File: src/rtl/ebml_hdr_pkg.sv
// ----------------------------------------------------------------------------
// EBML element header parser package
// Shared constants, codes and the result record of the header parser.
// ----------------------------------------------------------------------------
`default_nettype none

package ebml_hdr_pkg;

    localparam int MAX_ID_BYTES = 4;
    localparam int POS_W        = 48;
    localparam int ACC_W        = 56;
    localparam int ID_W         = 32;
    localparam int OUT_TDATA_W  = 144;
    localparam int OUT_TUSER_W  = 3;

    typedef enum logic [2:0] {
        PH_ID_LEAD   = 3'd0,
        PH_ID_MORE   = 3'd1,
        PH_SIZE_LEAD = 3'd2,
        PH_SIZE_MORE = 3'd3,
        PH_SKIP      = 3'd4
    } phase_t;

    typedef enum logic [2:0] {
        ERR_OK          = 3'd0,
        ERR_NO_MARKER   = 3'd1,
        ERR_ID_TOO_LONG = 3'd2,
        ERR_TRUNCATED   = 3'd3,
        ERR_OVERRUN     = 3'd4
    } err_code_t;

    typedef struct packed {
        logic [ID_W-1:0]  element_id;
        logic [2:0]       id_length;
        logic [ACC_W-1:0] content_size;
        logic [3:0]       size_length;
        logic             unknown_size;
        logic [POS_W-1:0] content_offset;
        err_code_t        error_code;
    } result_t;

endpackage

`default_nettype wire

File: src/rtl/ebml_hdr_in_stage.sv
// ----------------------------------------------------------------------------
// EBML header parser input stage
// Registers one incoming stream byte and its end marker.
// ----------------------------------------------------------------------------
`default_nettype none

module ebml_hdr_in_stage (
    input  wire logic       clk,
    input  wire logic       rst_n,
    input  wire logic       s_tvalid,
    output logic            s_tready,
    input  wire logic [7:0] s_tdata,   // data_byte
    input  wire logic       s_tlast,   // end_of_data
    input  wire logic       take,
    output logic            byte_valid,
    output logic [7:0]      data_byte,
    output logic            end_of_data
);

    logic       valid_reg;
    logic       valid_next;
    logic [7:0] data_reg;
    logic       end_reg;

    assign s_tready = !valid_reg || take;

    always_comb
    begin
        valid_next = valid_reg;
        if (s_tready)
        begin
            valid_next = s_tvalid;
        end
    end

    always_ff @(posedge clk or negedge rst_n)
    begin
        if (!rst_n)
        begin
            valid_reg <= 1'b0;
        end
        else
        begin
            valid_reg <= valid_next;
        end
    end

    always_ff @(posedge clk)
    begin
        if (s_tvalid && s_tready)
        begin
            data_reg <= s_tdata;
            end_reg  <= s_tlast;
        end
    end

    assign byte_valid  = valid_reg;
    assign data_byte   = data_reg;
    assign end_of_data = end_reg;

endmodule

`default_nettype wire

File: src/rtl/ebml_hdr_parser.sv
// ----------------------------------------------------------------------------
// EBML header parser core
// Decodes ID and size integers a byte a cycle on advance, skips content.
// ----------------------------------------------------------------------------
`default_nettype none

module ebml_hdr_parser (
    input  wire logic       clk,
    input  wire logic       rst_n,
    input  wire logic       cfg_valid,
    output logic            cfg_ready,
    input  wire logic       cfg_data,
    input  wire logic       advance,
    input  wire logic [7:0] data_byte,
    input  wire logic       end_of_data,
    output logic            res_valid,
    output ebml_hdr_pkg::result_t res
);

    ebml_hdr_pkg::phase_t phase_reg;
    ebml_hdr_pkg::phase_t phase_next;

    logic [ebml_hdr_pkg::ACC_W-1:0] acc_reg;
    logic [ebml_hdr_pkg::ACC_W-1:0] acc_next;
    logic [2:0]                     bl_reg;
    logic [2:0]                     bl_next;
    logic [ebml_hdr_pkg::ID_W-1:0]  held_id_reg;
    logic [ebml_hdr_pkg::ID_W-1:0]  held_id_next;
    logic [2:0]                     id_len_reg;
    logic [2:0]                     id_len_next;
    logic [3:0]                     size_len_reg;
    logic [3:0]                     size_len_next;
    logic                           ones_reg;
    logic                           ones_next;
    logic [ebml_hdr_pkg::ACC_W-1:0] skip_rem_reg;
    logic [ebml_hdr_pkg::ACC_W-1:0] skip_rem_next;
    logic [ebml_hdr_pkg::POS_W-1:0] pos_reg;
    logic [ebml_hdr_pkg::POS_W-1:0] pos_next;
    logic                           halted_reg;
    logic                           halted_next;
    logic                           skip_cfg_reg;
    logic                           skip_cfg_next;

    logic                           work;
    logic [3:0]                     lead_len;
    logic [7:0]                     size_mask;
    logic                           bl_last;
    logic                           done;
    logic                           fail;
    ebml_hdr_pkg::err_code_t        fail_code;
    logic                           skip_end;
    logic                           known_nonzero;
    logic                           done_overrun;

    assign work      = advance && !halted_reg;
    assign size_mask = 8'hFF >> lead_len;
    assign bl_last   = (bl_reg == 3'd1);
    assign cfg_ready = 1'b1;

    always_comb
    begin
        lead_len = 4'd9;
        for (int i = 0; i < 8; i++)
        begin
            if (data_byte[i])
            begin
                lead_len = 4'(8 - i);
            end
        end
    end

    always_comb
    begin
        skip_cfg_next = skip_cfg_reg;
        if (cfg_valid && cfg_ready)
        begin
            skip_cfg_next = cfg_data;
        end
    end

    // Datapath next values and the completion and error decisions.
    always_comb
    begin
        acc_next      = acc_reg;
        bl_next       = bl_reg;
        held_id_next  = held_id_reg;
        id_len_next   = id_len_reg;
        size_len_next = size_len_reg;
        ones_next     = ones_reg;
        skip_rem_next = skip_rem_reg;
        pos_next      = pos_reg;
        done          = 1'b0;
        fail          = 1'b0;
        fail_code     = ebml_hdr_pkg::ERR_OK;
        skip_end      = 1'b0;
        if (work)
        begin
            pos_next = pos_reg + 1'b1;
            case (phase_reg)
                ebml_hdr_pkg::PH_ID_LEAD:
                begin
                    if (data_byte == 8'h00)
                    begin
                        fail      = 1'b1;
                        fail_code = ebml_hdr_pkg::ERR_NO_MARKER;
                    end
                    else if (lead_len > 4'(ebml_hdr_pkg::MAX_ID_BYTES))
                    begin
                        fail      = 1'b1;
                        fail_code = ebml_hdr_pkg::ERR_ID_TOO_LONG;
                    end
                    else
                    begin
                        acc_next    = {{(ebml_hdr_pkg::ACC_W-8){1'b0}}, data_byte};
                        id_len_next = lead_len[2:0];
                        if (lead_len == 4'd1)
                        begin
                            held_id_next = {{(ebml_hdr_pkg::ID_W-8){1'b0}}, data_byte};
                        end
                        else
                        begin
                            bl_next = lead_len[2:0] - 3'd1;
                        end
                    end
                end
                ebml_hdr_pkg::PH_ID_MORE:
                begin
                    acc_next = {acc_reg[ebml_hdr_pkg::ACC_W-9:0], data_byte};
                    bl_next  = bl_reg - 3'd1;
                    if (bl_last)
                    begin
                        held_id_next = acc_next[ebml_hdr_pkg::ID_W-1:0];
                    end
                end
                ebml_hdr_pkg::PH_SIZE_LEAD:
                begin
                    if (data_byte == 8'h00)
                    begin
                        fail      = 1'b1;
                        fail_code = ebml_hdr_pkg::ERR_NO_MARKER;
                    end
                    else
                    begin
                        acc_next      = {{(ebml_hdr_pkg::ACC_W-8){1'b0}},
                                         data_byte & size_mask};
                        ones_next     = ((data_byte & size_mask) == size_mask);
                        size_len_next = lead_len;
                        if (lead_len == 4'd1)
                        begin
                            done = 1'b1;
                        end
                        else
                        begin
                            bl_next = lead_len[2:0] - 3'd1;
                        end
                    end
                end
                ebml_hdr_pkg::PH_SIZE_MORE:
                begin
                    acc_next = {acc_reg[ebml_hdr_pkg::ACC_W-9:0], data_byte};
                    if (data_byte != 8'hFF)
                    begin
                        ones_next = 1'b0;
                    end
                    bl_next = bl_reg - 3'd1;
                    if (bl_last)
                    begin
                        done = 1'b1;
                    end
                end
                ebml_hdr_pkg::PH_SKIP:
                begin
                    if (skip_rem_reg == {{(ebml_hdr_pkg::ACC_W-1){1'b0}}, 1'b1})
                    begin
                        skip_rem_next = '0;
                        skip_end      = 1'b1;
                    end
                    else
                    begin
                        skip_rem_next = skip_rem_reg - 1'b1;
                        if (end_of_data)
                        begin
                            fail      = 1'b1;
                            fail_code = ebml_hdr_pkg::ERR_OVERRUN;
                        end
                    end
                end
                default:
                begin
                    fail      = 1'b1;
                    fail_code = ebml_hdr_pkg::ERR_TRUNCATED;
                end
            endcase
            if (phase_reg != ebml_hdr_pkg::PH_SKIP && !done && !fail && end_of_data)
            begin
                fail      = 1'b1;
                fail_code = ebml_hdr_pkg::ERR_TRUNCATED;
            end
        end
        known_nonzero = !ones_next && (acc_next != '0);
        done_overrun  = done && known_nonzero && end_of_data;
        if (done && known_nonzero && skip_cfg_reg)
        begin
            skip_rem_next = acc_next;
        end
        halted_next = halted_reg || fail || done_overrun;
    end

    always_comb
    begin
        phase_next = phase_reg;
        if (work && !fail)
        begin
            case (phase_reg)
                ebml_hdr_pkg::PH_ID_LEAD:
                begin
                    phase_next = (lead_len == 4'd1) ? ebml_hdr_pkg::PH_SIZE_LEAD
                                                    : ebml_hdr_pkg::PH_ID_MORE;
                end
                ebml_hdr_pkg::PH_ID_MORE:
                begin
                    if (bl_last)
                    begin
                        phase_next = ebml_hdr_pkg::PH_SIZE_LEAD;
                    end
                end
                ebml_hdr_pkg::PH_SIZE_LEAD,
                ebml_hdr_pkg::PH_SIZE_MORE:
                begin
                    if (done)
                    begin
                        phase_next = (known_nonzero && skip_cfg_reg) ? ebml_hdr_pkg::PH_SKIP
                                                                     : ebml_hdr_pkg::PH_ID_LEAD;
                    end
                    else
                    begin
                        phase_next = ebml_hdr_pkg::PH_SIZE_MORE;
                    end
                end
                ebml_hdr_pkg::PH_SKIP:
                begin
                    if (skip_end)
                    begin
                        phase_next = ebml_hdr_pkg::PH_ID_LEAD;
                    end
                end
                default:
                begin
                    phase_next = ebml_hdr_pkg::PH_ID_LEAD;
                end
            endcase
        end
    end

    always_comb
    begin
        res_valid = done || fail;
        if (fail)
        begin
            res                = '0;
            res.content_offset = pos_reg;
            res.error_code     = fail_code;
        end
        else
        begin
            res.element_id     = held_id_reg;
            res.id_length      = id_len_reg;
            res.content_size   = acc_next;
            res.size_length    = size_len_next;
            res.unknown_size   = ones_next;
            res.content_offset = pos_next;
            res.error_code     = done_overrun ? ebml_hdr_pkg::ERR_OVERRUN
                                              : ebml_hdr_pkg::ERR_OK;
        end
    end

    always_ff @(posedge clk or negedge rst_n)
    begin
        if (!rst_n)
        begin
            phase_reg    <= ebml_hdr_pkg::PH_ID_LEAD;
            acc_reg      <= '0;
            bl_reg       <= '0;
            held_id_reg  <= '0;
            id_len_reg   <= '0;
            size_len_reg <= '0;
            ones_reg     <= 1'b0;
            skip_rem_reg <= '0;
            pos_reg      <= '0;
            halted_reg   <= 1'b0;
            skip_cfg_reg <= 1'b1;
        end
        else
        begin
            phase_reg    <= phase_next;
            acc_reg      <= acc_next;
            bl_reg       <= bl_next;
            held_id_reg  <= held_id_next;
            id_len_reg   <= id_len_next;
            size_len_reg <= size_len_next;
            ones_reg     <= ones_next;
            skip_rem_reg <= skip_rem_next;
            pos_reg      <= pos_next;
            halted_reg   <= halted_next;
            skip_cfg_reg <= skip_cfg_next;
        end
    end

endmodule

`default_nettype wire

File: src/rtl/ebml_hdr_out_stage.sv
// ----------------------------------------------------------------------------
// EBML header parser output stage
// Holds one header result until the downstream side takes it.
// ----------------------------------------------------------------------------
`default_nettype none

module ebml_hdr_out_stage (
    input  wire logic                    clk,
    input  wire logic                    rst_n,
    input  wire logic                    load,
    input  wire ebml_hdr_pkg::result_t   res,
    output logic                         space,
    output logic                         m_tvalid,
    input  wire logic                    m_tready,
    // element_id, id_length, content_size, size_length, unknown_size,
    // content_offset
    output logic [ebml_hdr_pkg::OUT_TDATA_W-1:0] m_tdata,
    // error_code
    output logic [ebml_hdr_pkg::OUT_TUSER_W-1:0] m_tuser
);

    logic                  valid_reg;
    logic                  valid_next;
    ebml_hdr_pkg::result_t res_reg;

    assign space = !valid_reg || m_tready;

    always_comb
    begin
        valid_next = valid_reg;
        if (load)
        begin
            valid_next = 1'b1;
        end
        else if (m_tready)
        begin
            valid_next = 1'b0;
        end
    end

    always_ff @(posedge clk or negedge rst_n)
    begin
        if (!rst_n)
        begin
            valid_reg <= 1'b0;
        end
        else
        begin
            valid_reg <= valid_next;
        end
    end

    always_ff @(posedge clk)
    begin
        if (load)
        begin
            res_reg <= res;
        end
    end

    assign m_tvalid = valid_reg;
    assign m_tdata  = {res_reg.content_offset, res_reg.unknown_size, res_reg.size_length,
                       res_reg.content_size, res_reg.id_length, res_reg.element_id};
    assign m_tuser  = res_reg.error_code;

endmodule

`default_nettype wire

File: src/rtl/ebml_element_header_parser_top.sv
// ----------------------------------------------------------------------------
// EBML element header parser
// Parses EBML element headers from a byte stream, one byte per cycle while the output has space.
// ----------------------------------------------------------------------------
// The input stream carries one byte per request in s_tdata, with s_tlast
// marking the last byte of the readable region. Every completed header, and
// every error, yields one request on the output stream: the header fields in
// m_tdata and the error code in m_tuser. Bytes that complete no header yield
// nothing. The cfg channel writes the skip_content bit and is always ready;
// it must be written only while the block is idle, a rule on the user that
// the block itself does not enforce. A byte is registered in the input stage
// on acceptance, then decoded and written into the output register when the
// output stage has space.
// Throughput is one byte per cycle while the output stage has space. A waiting
// result does not block the next byte from being registered; when the
// receiver stalls, the pipeline holds and s_tready falls once both
// registers are full.
// Reset clears both stages, sets skip_content to one and restarts the byte
// count at zero. After an error the block keeps taking bytes but reports
// nothing more until reset.
// ----------------------------------------------------------------------------
`default_nettype none

module ebml_element_header_parser_top (
    input  wire logic         clk,
    input  wire logic         rst_n,
    input  wire logic         s_tvalid,
    output logic              s_tready,
    input  wire logic [7:0]   s_tdata,   // data_byte
    input  wire logic         s_tlast,   // end_of_data
    output logic              m_tvalid,
    input  wire logic         m_tready,
    // element_id, id_length, content_size, size_length, unknown_size,
    // content_offset
    output logic [143:0]      m_tdata,
    output logic [2:0]        m_tuser,   // error_code
    input  wire logic         cfg_valid,
    output logic              cfg_ready,
    input  wire logic         cfg_data   // skip_content
);

    logic                  byte_valid;
    logic [7:0]            data_byte;
    logic                  end_of_data;
    logic                  space;
    logic                  advance;
    logic                  res_valid;
    ebml_hdr_pkg::result_t res;

    assign advance = byte_valid && space;

    ebml_hdr_in_stage u_in_stage (
        .clk         (clk),
        .rst_n       (rst_n),
        .s_tvalid    (s_tvalid),
        .s_tready    (s_tready),
        .s_tdata     (s_tdata),
        .s_tlast     (s_tlast),
        .take        (advance),
        .byte_valid  (byte_valid),
        .data_byte   (data_byte),
        .end_of_data (end_of_data)
    );

    ebml_hdr_parser u_parser (
        .clk         (clk),
        .rst_n       (rst_n),
        .cfg_valid   (cfg_valid),
        .cfg_ready   (cfg_ready),
        .cfg_data    (cfg_data),
        .advance     (advance),
        .data_byte   (data_byte),
        .end_of_data (end_of_data),
        .res_valid   (res_valid),
        .res         (res)
    );

    ebml_hdr_out_stage u_out_stage (
        .clk      (clk),
        .rst_n    (rst_n),
        .load     (advance && res_valid),
        .res      (res),
        .space    (space),
        .m_tvalid (m_tvalid),
        .m_tready (m_tready),
        .m_tdata  (m_tdata),
        .m_tuser  (m_tuser)
    );

endmodule

`default_nettype wire
File: config.mk
export PLATFORM = sky130hd
export DESIGN_NAME = ebml_element_header_parser_top
export DESIGN_NICKNAME = d
export VERILOG_FILES = /design/src/rtl/ebml_hdr_pkg.sv /design/src/rtl/ebml_hdr_in_stage.sv /design/src/rtl/ebml_hdr_parser.sv /design/src/rtl/ebml_hdr_out_stage.sv /design/src/rtl/ebml_element_header_parser_top.sv
export SDC_FILE = /design/constraint.sdc
export NUM_CORES = 1
export LEC_CHECK = 0
export BUFFER_PORTS_ARGS = -buffer_cell sky130_fd_sc_hd__buf_4
export CAP_MARGIN = 10
export CORE_MARGIN = 4
export CORE_UTILIZATION = 55
export DETAILED_ROUTE_END_ITERATION = 12
export GPL_ROUTABILITY_DRIVEN = 0
export PLACE_DENSITY = 0.85
export RECOVER_POWER = 25
export SYNTH_ARGS = -nofsm -noshare
export SYNTH_HDL_FRONTEND = slang
export SYNTH_SLANG_ARGS = --single-unit
File: constraint.sdc
create_clock -name clk -period 17.8 [get_ports clk]
set_input_delay 0.89 -clock clk [delete_from_list [all_inputs] [get_ports clk]]
set_output_delay 0.89 -clock clk [all_outputs]
set_load 0.03 [all_outputs]
# Yosys cells after proc, flatten, opt, wreduce, memory -nomap -nowiden
# Index checks and enable logic that the tools add are counted.
[totals]
mem_bits_ro = 0
latch_bits = 0
in_bits = 15
ff_bits = 366
ram_bits = 0
elab_cells = 158
memories = 0
output_inout_bits = 150
[classes]
div = 0
shift = 1
addsub = 4
order_cmp = 1
n_bitwise = 3
mul = 0
mux = 71
eq_ne = 16
reduce_logical = 40
[op_table]
columns = ["cell", "n"]
rows = [
  ["two-way mux 56 bit", 8],
  ["case mux 56 bit (3 select lines)", 1],
  ["two-way mux 32 bit", 4],
  ["case mux 32 bit (2 select lines)", 1],
  ["equality test 56 x 1 -> 1 bit, second input constant", 1],
  ["nonzero test 56 bit", 1],
  ["subtractor 56 x 1 -> 56 bit, second input constant", 1],
  ["two-way mux 51 bit", 1],
  ["adder 48 x 1 -> 48 bit, second input constant", 1],
  ["two-way mux 48 bit", 1],
  ["two-way mux 3 bit", 14],
  ["two-way mux 4 bit", 10],
  ["case mux 3 bit (4 select lines)", 2],
  ["two-way mux 1 bit", 23],
  ["logical AND 1 bit", 13],
  ["case mux 3 bit (3 select lines)", 1],
  ["AND 8 bit", 1],
  ["equality test 8 bit", 1],
  ["zero test 8 bit", 1],
  ["inequality test 8 bit, second input constant", 1],
  ["nonzero test 2 bit", 4],
  ["right shift 8 x 4 -> 8 bit, first input constant", 1],
  ["zero test 1 bit", 7],
  ["equality test 3 x 1 -> 1 bit, second input constant", 2],
  ["21 further kinds", 35],
]

# Logic depth before layout (Yosys ltp)
[depth]
word_depth = 22
depth_mapped = 11

# By module
# Synthesis repeated with hierarchy kept, for this count alone.
[hier_totals]
hier_cells = 1577
hier_area_um2 = 17177.7
[by_module_without_submodules]
columns = ["module", "seq_area_each_um2", "area_per_inst_um2", "cells_per_inst", "n_inst"]
rows = [
  ["ebml_hdr_parser", 5206.2, 12379.4, 1412, 1],
  ["ebml_hdr_out_stage", 4439.3, 4461.8, 150, 1],
  ["ebml_hdr_in_stage", 295.3, 324.1, 13, 1],
  ["ebml_element_header_parser_top", 0.0, 12.5, 2, 1],
]

# Worst setup path before layout
# No wires, ideal clock.
[synth_path]
path_type = "register -> register"
from = "register u_parser.skip_rem_reg[12] in the netlist's numbering"
to = "register u_out_stage.res_reg (netlist bit u_out_stage.m_tdata[0]) (enable)"
synth_period_minus_slack_ns = 5.752
required_time_ns = 16.551
path_stages_with_launch = 9
setup_slack_ns = 12.048
arrival_ns = 4.503
n_path_buf = 2
path_cell_list = "dfrtp_1 > nor4_4 > nand4_1 > buf_2 > nor4_2 > a21oi_1 > o21ai_2 > clkbuf_1 > nand2_1"
[synth_via]
elab_chain_cells = 11
[synth_rtl]
columns = ["element", "line", "rtl"]
rows = [
  ["start, declared", "ebml_hdr_parser.sv:35", "logic [ebml_hdr_pkg::ACC_W-1:0] skip_rem_reg;"],
  ["start signal, assigned", "ebml_hdr_parser.sv:302", "skip_rem_reg <= skip_rem_next;"],
  ["equality test 56 x 1 -> 1 bit *", "ebml_hdr_parser.sv:173", "if (skip_rem_reg == {{(ebml_hdr_pkg::ACC_W-1){1'b0}}, 1'b1})"],
  ["two-way mux 1 bit *", "ebml_hdr_parser.sv:173", ""],
  ["case mux 1 bit (4 select lines) *", "ebml_hdr_parser.sv:99", "case (phase_reg)"],
  ["two-way mux 1 bit *", "ebml_hdr_parser.sv:96", "if (work)"],
  ["zero test 1 bit", "ebml_hdr_parser.sv:194", "if (phase_reg != ebml_hdr_pkg::PH_SKIP && !done && !fail && end_of_data)"],
  ["logical AND 1 bit (2 in series)", "ebml_hdr_parser.sv:194", ""],
  ["two-way mux 1 bit *", "ebml_hdr_parser.sv:194", ""],
  ["two-way mux 1 bit *", "ebml_hdr_parser.sv:96", ""],
  ["logical OR 1 bit *", "ebml_hdr_parser.sv:257", "res_valid = done || fail;"],
  ["logical AND 1 bit *", "ebml_element_header_parser_top.sv:81", ".load (advance && res_valid),"],
  ["named net u_out_stage.load", "ebml_hdr_out_stage.sv:10", "input wire logic load,"],
  ["end signal, assigned", "ebml_hdr_out_stage.sv:57", "res_reg <= res;"],
  ["end, declared", "ebml_hdr_out_stage.sv:24", "ebml_hdr_pkg::result_t res_reg;"],
]
# The timed path passes the listed nets; every way through them passes the cells marked *. The select of a mux whose other input is x is not followed.
# A chain may end at the register's enable or synchronous reset.

==> summary.md <==
| Metric | Value |
|---|---|
| Root buffer cell | `clkbuf_16` |
| # fillers | `approximately 2,100` |
| Max reg flops | `roughly 140` |
| Critical path's slowest cell | `clkbuf_1` |
| Synth top cells by count | `209 x dfrtp_1, 158 x nand2_1, 156 x edfxtp_1, 143 x nor2_1, 71 x nand3_1` |
| H-tree levels | `2` |
| Post-Synth XOR/XNOR Area | `under 10%` |
| Final setup TNS | `0 ps` |
| Die height | `181 µm` |
| Shortest period the worst path allows | `between 7000 and 8000 ps` |
| Pwr dens | `132 mW/mm²` |
| Synth area leader | `dfrtp_1` |
| Post-CTS setup buffer count | `0` |
| Gr ovfl total | `0` |
| Largest family of logic cells by synthesized area | `simple AND/OR/NAND/NOR gates` |
| Pin count of the biggest net entering global routing | `129` |
| CP Class | `in -> async` |
| CP Buf/Inv Count | `1` |
| Layout Skew | `between 15 and 20 ps` |
| Worst vdd ir | `approximately 67 µV` |
| Clock-pin slew on the worst setup and hold paths | `around 60 ps` |
| Core Area | `0.0296 mm²` |
| Slew @ Worst Pin | `around 7100 ps` |
| Slew HR | `-376%` |
| Mapped Cells | `around 1,500` |
| CP endpoint kind | `async pin` |
| Hold Buf Count CTS | `0` |
| Crit path cell chain | `clkbuf_1` |
| Worst path required time | `16,660 ps` |
| Met1 track demand over resource | `between 30% and 40%` |
| Net Switching | `approximately 810 µW` |
| Via density per instance | `6.20` |
| Crit path DAT | `5910 ps` |
| Post-synthesis compound-gate area fraction | `between 10% and 20%` |
| TritonCTS clock tree | `yes` |
| Number of synthesized flops with an enable pin | `~160` |
| Hold_ws | `457 ps` |
| GRT met2 Usage | `about two fifths` |
| Status | `complete, but fails checks` |
| Synth Warn # | `0` |
| Cell Int Power | `between 1500 and 2000 µW` |
| Flop pwr share | `44.6%` |
| Clock power share | `around 33%` |
| Max cap viols | `1` |
| Die area | `~0.033 mm²` |
| Period utilization | `between 30 and 40%` |
| Syn Nets | `roughly 1,500` |
| Most numerous cell in the Yosys netlist | `dfrtp_1` |
| Global route hottest layer | `met2` |
| # setup viols final | `0` |
| DR vias | `~13,000` |
| Site row count | `63` |
| Diodes inserted | `0` |
| Post-synthesis sequential area ratio | `around three fifths` |
| Pleak | `0.00835 µW` |
| Final wirelength | `42,300 µm` |
| Total CTS buffers | `37` |
| Number of library cell types mapped by synthesis | `67` |
| Synth Area in Adders | `0.518%` |
| Chip Width | `181 µm` |
| Final core utilization | `around 64%` |
| Fmax achieved | `roughly 140 MHz` |
| Initial core utilization | `between 50% and 60%` |
| DR DRC count | `0` |
| Pre-Repair DR Iteration Count | `8` |
| Post-placement cell area | `approximately 0.018 mm²` |
| Top Ports | `between 150 and 200` |
| CP Max Fanout | `~130` |
| DP Cell Count | `between 1,500 and 2,000` |
| Post-detail-place hpwl | `~28,000 µm` |
| Failing checks | `max-capacitance violations, max-slew violations` |
| Crit path launch type | `input port` |
| Final Hold Fails | `0` |
| Delay-heaviest family, CP | `buffers and inverters` |
| WL/cell | `between 20 and 25 µm` |
| GRT Total Usage | `about a quarter` |
| CP max stage delay | `approximately 4900 ps` |
| Ys flop type | `dfrtp_1` |
| Hold/Removal Path Class | `reg -> reg` |
| Multiplexer area fraction after synthesis | `0.670%` |
| GRT met3 Usage | `5.27%` |
| Vias in the first global route | `approximately 12,000` |
| Slew Limit Fails | `around 130` |
| DR iter-0 viols | `between 2,000 and 2,500` |
| CTS Buffer Depth | `3` |
| Layout Cells excl Fill | `between 2,000 and 2,500` |
| Layout area overhead | `15.8%` |
| Sw Share | `approximately a third` |
| Antenna Nets Post-Route | `0` |
| Simple-gate share of the synthesized area | `19.1%` |
| Mapped cell area | `around 0.016 mm²` |
| Final Cell Area | `around 0.019 mm²` |
| Worst skew pair latency | `between 500 and 600 ps` |
| Synth Register Bits | `366` |
| IO buf count | `roughly 160` |
| Post_cts resized | `0` |
| Final net count | `1,655` |
| Post-synth ARST share | `roughly 57%` |
| Top cells by area, synth | `dfrtp_1 32%, edfxtp_1 29%, nand2_1 3.6%` |
| Synthesized area per cell | `about 11 µm²` |
| Yosys top cell area share | `roughly a third` |
| RSZ-0062 raised after global routing | `no` |
| First-pass GRT wire length | `67,100 µm` |
| Comb pwr share | `22.0%` |
| Initial antenna violation count | `0` |
| Share of cells above drive strength 1 | `12.7%` |
| CTS sink cnt | `around 370` |
per-layer routing:
layer  wire length, µm  vias to the layer above
met5                 0                        -
met1             16500                     6106
met2             19600                      863
met4              1390                        0
met3              4780                      136
li1                  -                     5620
tightest hold or removal path, cell delays in order (launching register included):
cell and delay (ps):
dfrtp_1 330, nand2_1 50, nand2_1 40
layout by cell type, fill, tap and decap left out, types with 42 or more instances in the layout:
cell and n:
dfrtp_1 209, nand2_1 157, edfxtp_1 156, nor2_1 143, buf_4 103, clkbuf_1 73, nand3_1 71, and2_1 66
xnor2_1 60, a21oi_1 56, inv_1 55, o21ai_0 54, a22oi_1 47, nor3_1 42
power by group through the flow:
stage | Combinational [µW] | Sequential [µW] | Clock [µW]
finish | 553 | 1120 | 841
global route | 601 | 1130 | 883
CTS | 553 | 1120 | 847
detailed placement | 542 | 1130 | 0
global placement | 526 | 1130 | 0
floorplan | 338 | 1150 | 0
final timing paths:
kind                       slack [ps]                 startpoint  depth (start not counted)                       end
max in group clk                12950  u_parser.skip_rem_reg[42]                          9   u_out_stage.m_tdata[31]
min in group asynchronous        3100                      rst_n                          1  u_parser.held_id_reg[29]
max reg2reg                     12950  u_parser.skip_rem_reg[42]                          9   u_out_stage.m_tdata[31]
min reg2reg                       460   u_parser.held_id_reg[29]                          2  u_parser.held_id_reg[29]
max                             10750                      rst_n                          1       u_parser.pos_reg[2]
min                               460   u_parser.held_id_reg[29]                          2  u_parser.held_id_reg[29]
metrics by stage:
step / total power, µW / setup slack [ps]
finish: 2520 / 10750
global route: 2620 / 9490
CTS: 2520 / 13000
detailed placement: 1680 / 13110
global placement: 1650 / 13220
floorplan: 1490 / 12050
final cells by class:
class,count,area (µm²),share of cell area [%]
well taps,390,488,2.57
clock inverters,23,314,1.65
multi-input cells,995,5960,31.3
repair buffers,179,1080,5.70
inverters,55,206,1.09
flip-flops and latches,366,9940,52.3
clock buffers,45,1030,5.41
cells by family (layout without fill, tap and decap cells):
family,after synthesis,count (layout)
other,1,1
buffers and inverters,139,302
xor gates and xnor gates,98,98
adders and majority gates,7,7
and+or+nand+nor,624,624
muxes,10,10
DFF,366,366
AOI/OAI and AO/OA,255,255
(Power assumes the default switching activity.)
